==> src/rtl/ffpa_pkg.sv <==
`default_nettype none

package ffpa_pkg;

  // widest segment address and size, enough for the largest pool
  localparam int SEG_AW      = 17;
  localparam int OFF_W       = 12;
  localparam int SPLIT_SLACK = 8;

  typedef enum logic {
    OP_ALLOC = 1'b0,
    OP_FREE  = 1'b1
  } op_t;

  typedef enum logic [1:0] {
    ST_DONE    = 2'd0,
    ST_NOFIT   = 2'd1,
    ST_NOMATCH = 2'd2
  } status_t;

  typedef enum logic [1:0] {
    S_IDLE,
    S_SCAN,
    S_UPD,
    S_RESP
  } state_t;

  typedef struct packed {
    logic             operation;
    logic [OFF_W-1:0] request_size;
    logic [OFF_W-1:0] release_offset;
  } req_t;

  typedef struct packed {
    logic [1:0]       status;
    logic [OFF_W-1:0] granted_offset;
  } rsp_t;

  typedef struct packed {
    logic [SEG_AW-1:0] start;
    logic [SEG_AW-1:0] size;
    logic              free;
  } seg_t;

  // broadcast from the sequencer to every cell
  typedef struct packed {
    logic             tok_load;
    logic             tok_adv;
    logic             upd;
    logic             op;
    logic             split;
    logic [OFF_W-1:0] want;
    logic [OFF_W-1:0] offset;
    seg_t             new_seg;
  } ctl_t;

endpackage

`default_nettype wire

==> src/rtl/ffpa_cell.sv <==
`default_nettype none

module ffpa_cell
  import ffpa_pkg::*;
#(
  parameter int IDX          = 0,
  parameter int IW           = 7,
  parameter int POOL_BYTES   = 4096,
  parameter int HEADER_BYTES = 24
) (
  input  wire logic          clk,
  input  wire logic          rst_n,
  input  wire ctl_t          ctl,
  input  wire logic [IW-1:0] ptr,
  input  wire seg_t          left_seg,
  input  wire logic          left_tok,
  output seg_t               seg,
  output logic               tok,
  output logic               hit,
  output seg_t               hit_seg
);

  localparam logic [SEG_AW:0] HDR  = (SEG_AW+1)'(HEADER_BYTES);
  localparam logic [IW:0]     MYIX = (IW+1)'(IDX);

  seg_t seg_r, seg_nxt;
  logic tok_r, tok_nxt;
  logic match;
  logic at_ptr, after_ptr, next_ptr;

  always_comb begin
    if (ctl.tok_load) begin
      tok_nxt = (IDX == 0);
    end else if (ctl.tok_adv) begin
      tok_nxt = left_tok;
    end else begin
      tok_nxt = 1'b0;
    end
  end

  always_comb begin
    if (ctl.op == OP_ALLOC) begin
      match = seg_r.free && (seg_r.size >= SEG_AW'(ctl.want));
    end else begin
      match = (({1'b0, seg_r.start} + HDR) == (SEG_AW+1)'(ctl.offset));
    end
  end

  assign at_ptr    = (MYIX == {1'b0, ptr});
  assign after_ptr = (MYIX >  {1'b0, ptr});
  assign next_ptr  = (MYIX == ({1'b0, ptr} + (IW+1)'(1)));

  always_comb begin
    seg_nxt = seg_r;
    if (ctl.upd) begin
      if (at_ptr) begin
        if (ctl.op == OP_ALLOC) begin
          seg_nxt.free = 1'b0;
          if (ctl.split) begin
            seg_nxt.size = SEG_AW'(ctl.want);
          end
        end else begin
          seg_nxt.free = 1'b1;
        end
      end else if (ctl.split && after_ptr) begin
        // open a slot right after the split segment, the tail moves up one
        if (next_ptr) begin
          seg_nxt = ctl.new_seg;
        end else begin
          seg_nxt = left_seg;
        end
      end
    end
  end

  always_ff @(posedge clk) begin
    if (!rst_n) begin
      tok_r <= 1'b0;
    end else begin
      tok_r <= tok_nxt;
    end
  end

  always_ff @(posedge clk) begin
    if (!rst_n && IDX == 0) begin
      seg_r.start <= '0;
      seg_r.size  <= SEG_AW'(POOL_BYTES - HEADER_BYTES);
      seg_r.free  <= 1'b1;
    end else begin
      seg_r <= seg_nxt;
    end
  end

  assign seg     = seg_r;
  assign tok     = tok_r;
  assign hit     = tok_r && match;
  assign hit_seg = hit ? seg_r : '0;

endmodule

`default_nettype wire

==> config.mk <==
export PLATFORM = sky130hd
export DESIGN_NAME = ffpa_cell
export DESIGN_NICKNAME = d
export VERILOG_FILES = /design/src/rtl/ffpa_pkg.sv /design/src/rtl/ffpa_cell.sv
export SDC_FILE = /design/constraint.sdc
export NUM_CORES = 1
export LEC_CHECK = 0
export BUFFER_PORTS_ARGS = -buffer_cell sky130_fd_sc_hd__buf_2
export CAP_MARGIN = 20
export CORE_AREA = 2 2 70 72
export CTS_BUF_LIST = sky130_fd_sc_hd__clkbuf_2
export DETAILED_ROUTE_END_ITERATION = 12
export DIE_AREA = 0 0 72 74
export GPL_ROUTABILITY_DRIVEN = 0
export PLACE_DENSITY = 0.84
export SYNTH_ARGS = -nofsm -noshare
export SYNTH_HDL_FRONTEND = slang
export SYNTH_SLANG_ARGS = --single-unit
==> constraint.sdc <==
create_clock -name clk -period 4 [get_ports clk]
set_input_delay 0.4 -clock clk [delete_from_list [all_inputs] [get_ports clk]]
set_output_delay 0.4 -clock clk [all_outputs]
set_load 0.02 [all_outputs]
Yosys cells after proc, flatten, opt, wreduce, memory -nomap -nowiden:

Cells that the tools add are included.

* bitwise logic cells: 1
* reduce and logical (&&, ||, !) cells: 5
* order comparisons: 1
* muxes and demuxes: 5
* eq/ne operators: 1

Operator list (number)
* $mux W13: 1
* $eq A5 B12 Y1 const A: 1
* $ge A12 B12 Y1: 1
* $logic_not A7 Y1: 1
* $mux W1: 4
* $reduce_and A4 Y1: 1
* $logic_and A1 B1 Y1: 2
* $reduce_and A2 Y1: 1
* $not A1 Y1: 1

* logic and storage cells: 16
* output and inout bits: 72
* register bits: 14

Logic depth before layout (Yosys ltp):

* depth in word-level cells: 5
* depth in mapped cells: 8
* gate-level depth less buffers: 7

Least setup slack after synthesis:

OpenSTA, ideal clock, no wires.

* path kind: reg2out
* from: register seg_r, in the netlist seg[12]
* to: output port hit_seg[10] (netlist bit)
* cell stages (with the launch flop): 8
* required time: 3600 ps
* path buffers: 1
* path slack: 1876 ps
* data arrival time: 1724 ps
* path through: dfxtp_1 ha_1 a211oi_2 o21ai_1 a22o_1 a31oi_4 buf_6 nor2_1

RTL lines
* start: declaration: line ffpa_cell.sv:26 `seg_t seg_r, seg_nxt;`
* start signal: assignment: line ffpa_cell.sv:90 `seg_r <= seg_nxt;`
* end: declaration: line ffpa_cell.sv:20 `output seg_t hit_seg`

==> flow_metrics.env <==
export IMPL_status="finished clean"
export IMPL_synth_compound_area_share=0.152
export IMPL_die_width_um=72
export IMPL_drc=0
export IMPL_drive_gt1_frac=0.356
export IMPL_cts_resized=0
export IMPL_layout_commonest_cell="buf_2"
export IMPL_cts_max_level=1
export IMPL_first_pass_iters=3
export IMPL_synth_top_area_cell="buf_4"
export IMPL_clk_latency_ns=0.26
export IMPL_dp_hpwl_um=2450
export IMPL_clock_sink_count=14
export IMPL_ys_async_sr_fraction=0
export IMPL_vias=1184
export IMPL_drt_wirelength_per_cell_um=10.1
export IMPL_synth_edf_count=0
export IMPL_rsz0062_at_grt="no"
export IMPL_fin_ws_ns=1.38
export IMPL_grt_pass1_vias=1012
export IMPL_antenna_found_initial=0
export IMPL_clk_pin_slew_ns=0.13
export IMPL_synth_top_family_by_area="buffers and inverters"
export IMPL_finalCoreUtilization=0.351
export IMPL_synth_area_leaders="buf_4 (24%), dfxtp_1 (20%), ha_1 (11%), o211ai_2 (7.1%), nand2_1 (6.4%)"
export IMPL_ys_types=30
export IMPL_worstPathMaxFanout=14
export IMPL_synthSimpleGateAreaFrac=0.223
export IMPL_placed_area_mm2=0.00159
export IMPL_worstSetupStartpointType="register"
export IMPL_postCtsSetupRepairBufs=0
export IMPL_yosysWarnings=0
export IMPL_layout_common_cells="buf_2 (66), conb_1 (44), nand2_1 (24)"
export IMPL_grt_max_degree=24
export IMPL_syn_to_final_growth_pct=14.1
export IMPL_place_worst_setup_slack_ns=1.46
export IMPL_clockBufferDepth=2
export IMPL_ant_nets=0
export IMPL_synth_seq_area_share=0.198
export IMPL_port_buffers=66
export IMPL_p_leak_nw=0.933
export IMPL_grt_overflow=0
export IMPL_hold_slack_ns=0.361
export IMPL_ios=181
export IMPL_cts_buffers_inserted=3
export IMPL_maxSlewViolCount=0
export IMPL_via_per_inst=4.04
export IMPL_grtUsageTotal=0.111
export IMPL_ys_ff_latch=14
export IMPL_cts_hold_buf=0
export IMPL_syn_inst=175
export IMPL_fmax_mhz=381
export IMPL_die_h_um=74
export IMPL_synth_top_cell_area_share=0.239
export IMPL_synthXorXnorAreaFrac=0
export IMPL_hold_path_class="in -> reg"
export IMPL_syn_area_per_cell_um2=8.08
export IMPL_hold_violations=0
export IMPL_vdd_drop_max_mv=0.104
export IMPL_grt_first_pass_wirelength_um=4610
export IMPL_clock_skew_ns=0
export IMPL_core_rowCount=25
export IMPL_muxShareOfSynthArea=0.0150
export IMPL_finalCriticalPeriod_ns=2.62
export IMPL_root_buffer="clkbuf_2"
export IMPL_first_iter_violations=25
export IMPL_setup_tns_ns=0
export IMPL_routed_wirelength_um=2970
export IMPL_period_share=0.656
export IMPL_setup_viol=0
export IMPL_cellPowerDensity_mw_per_mm2=199
export IMPL_ys_flop_type="dfxtp_1"
export IMPL_yosys_area_share_adder=0.106
export IMPL_path_class="reg -> out"
export IMPL_max_cap_violations=0
export IMPL_crit_arrival_ns=2.22
export IMPL_cts_tree="done"
export IMPL_design_area_mm2=0.00161
export IMPL_coreArea_mm2=0.00460
export IMPL_cp_end_kind="primary output"
export IMPL_antenna_cells=0
export IMPL_nNetsFinal=361
export IMPL_start_util=0.307
export IMPL_crit_required_ns=3.60
export IMPL_syn_area_mm2=0.00141
export IMPL_dieArea_mm2=0.00533
[final cells by class]
cell class              count  area [µm²]
clock buffers               3        15.0
fillers                   501        2990
repair buffers             66         330
multi-input cells         142         867
flip-flops and latches     14         280
clock inverters             1        3.75
well taps                  54        67.6
inverters                  13        48.8
[where the power goes]
| part | total [mW] | leakage (nW) | switching [mW] | internal, mW |
|---|---|---|---|---|
| clock network | 0.0690 | 0.0140 | 0.0473 | 0.0217 |
| registers | 0.141 | 0.113 | 0.000790 | 0.140 |
| logic | 0.111 | 0.805 | 0.0791 | 0.0323 |
| total | 0.322 | 0.933 | 0.127 | 0.194 |
[synth_stat cells, types with 2 or more instances]
cell       n
a21oi_1    9
buf_4     45
buf_6      2
dfxtp_1   14
ha_1      12
inv_1     13
nand2_1   24
nand2_2    2
nor2_1    18
nor2b_1    6
nor4b_1    2
o211ai_2   8
o21ai_0    2
o21ai_1    2
[critical path, stage by stage (launching register included)]
cell and delay (ns):
dfxtp_1 0.40, ha_1 0.27, a211oi_2 0.23, o21ai_1 0.09, a22o_1 0.26, a31oi_4 0.42, nor2_1 0.11, buf_2 0.18
[per-stage QoR]
| step | power (mW) | instances |
|---|---|---|
| floorplan | 0.256 | 218 |
| global placement | 0.254 | 289 |
| detailed placement | 0.256 | 289 |
| CTS | 0.326 | 293 |
| global route | 0.347 | 293 |
| finish | 0.322 | 293 |
[state kept, by name, summed over array words and instances (netlist names)]
| signal | count |
|---|---|
| tok | 1 |
| seg | 13 |
[layer usage]
layer  share of wire  vias to the layer above  track usage
met5               0                        -            0
met4               0                        0       0.0377
met3           0.081                        0       0.0217
met2            0.49                       64        0.194
met1            0.43                      506        0.137
li1                -                      614            -
[cells by family (layout without fill, tap and decap cells)]
family | after synthesis | after routing
and+or+nand+nor | 59 | 59
adders and majority gates | 12 | 12
AOI/OAI and AO/OA | 25 | 25
buffers and inverters | 62 | 83
other | 1 | 44
muxes | 2 | 2
DFF | 14 | 14
[path summary, 6_finish.rpt]
path                            depth (start not counted)                 start  slack [ns]                  end
worst max-delay path                                    7  seg[12]$_SDFFE_PN1P_        1.38           hit_seg[3]
worst min-delay path                                    3               ctl[63]        0.36       tok$_SDFF_PN0_
worst max register to register                          2   seg[4]$_SDFFE_PN1P_        3.34  seg[4]$_SDFFE_PN1P_
worst min register to register                          2   seg[0]$_SDFFE_PN1P_        0.52  seg[0]$_SDFFE_PN1P_
No activity file was read; power rests on OpenSTA's default activity.
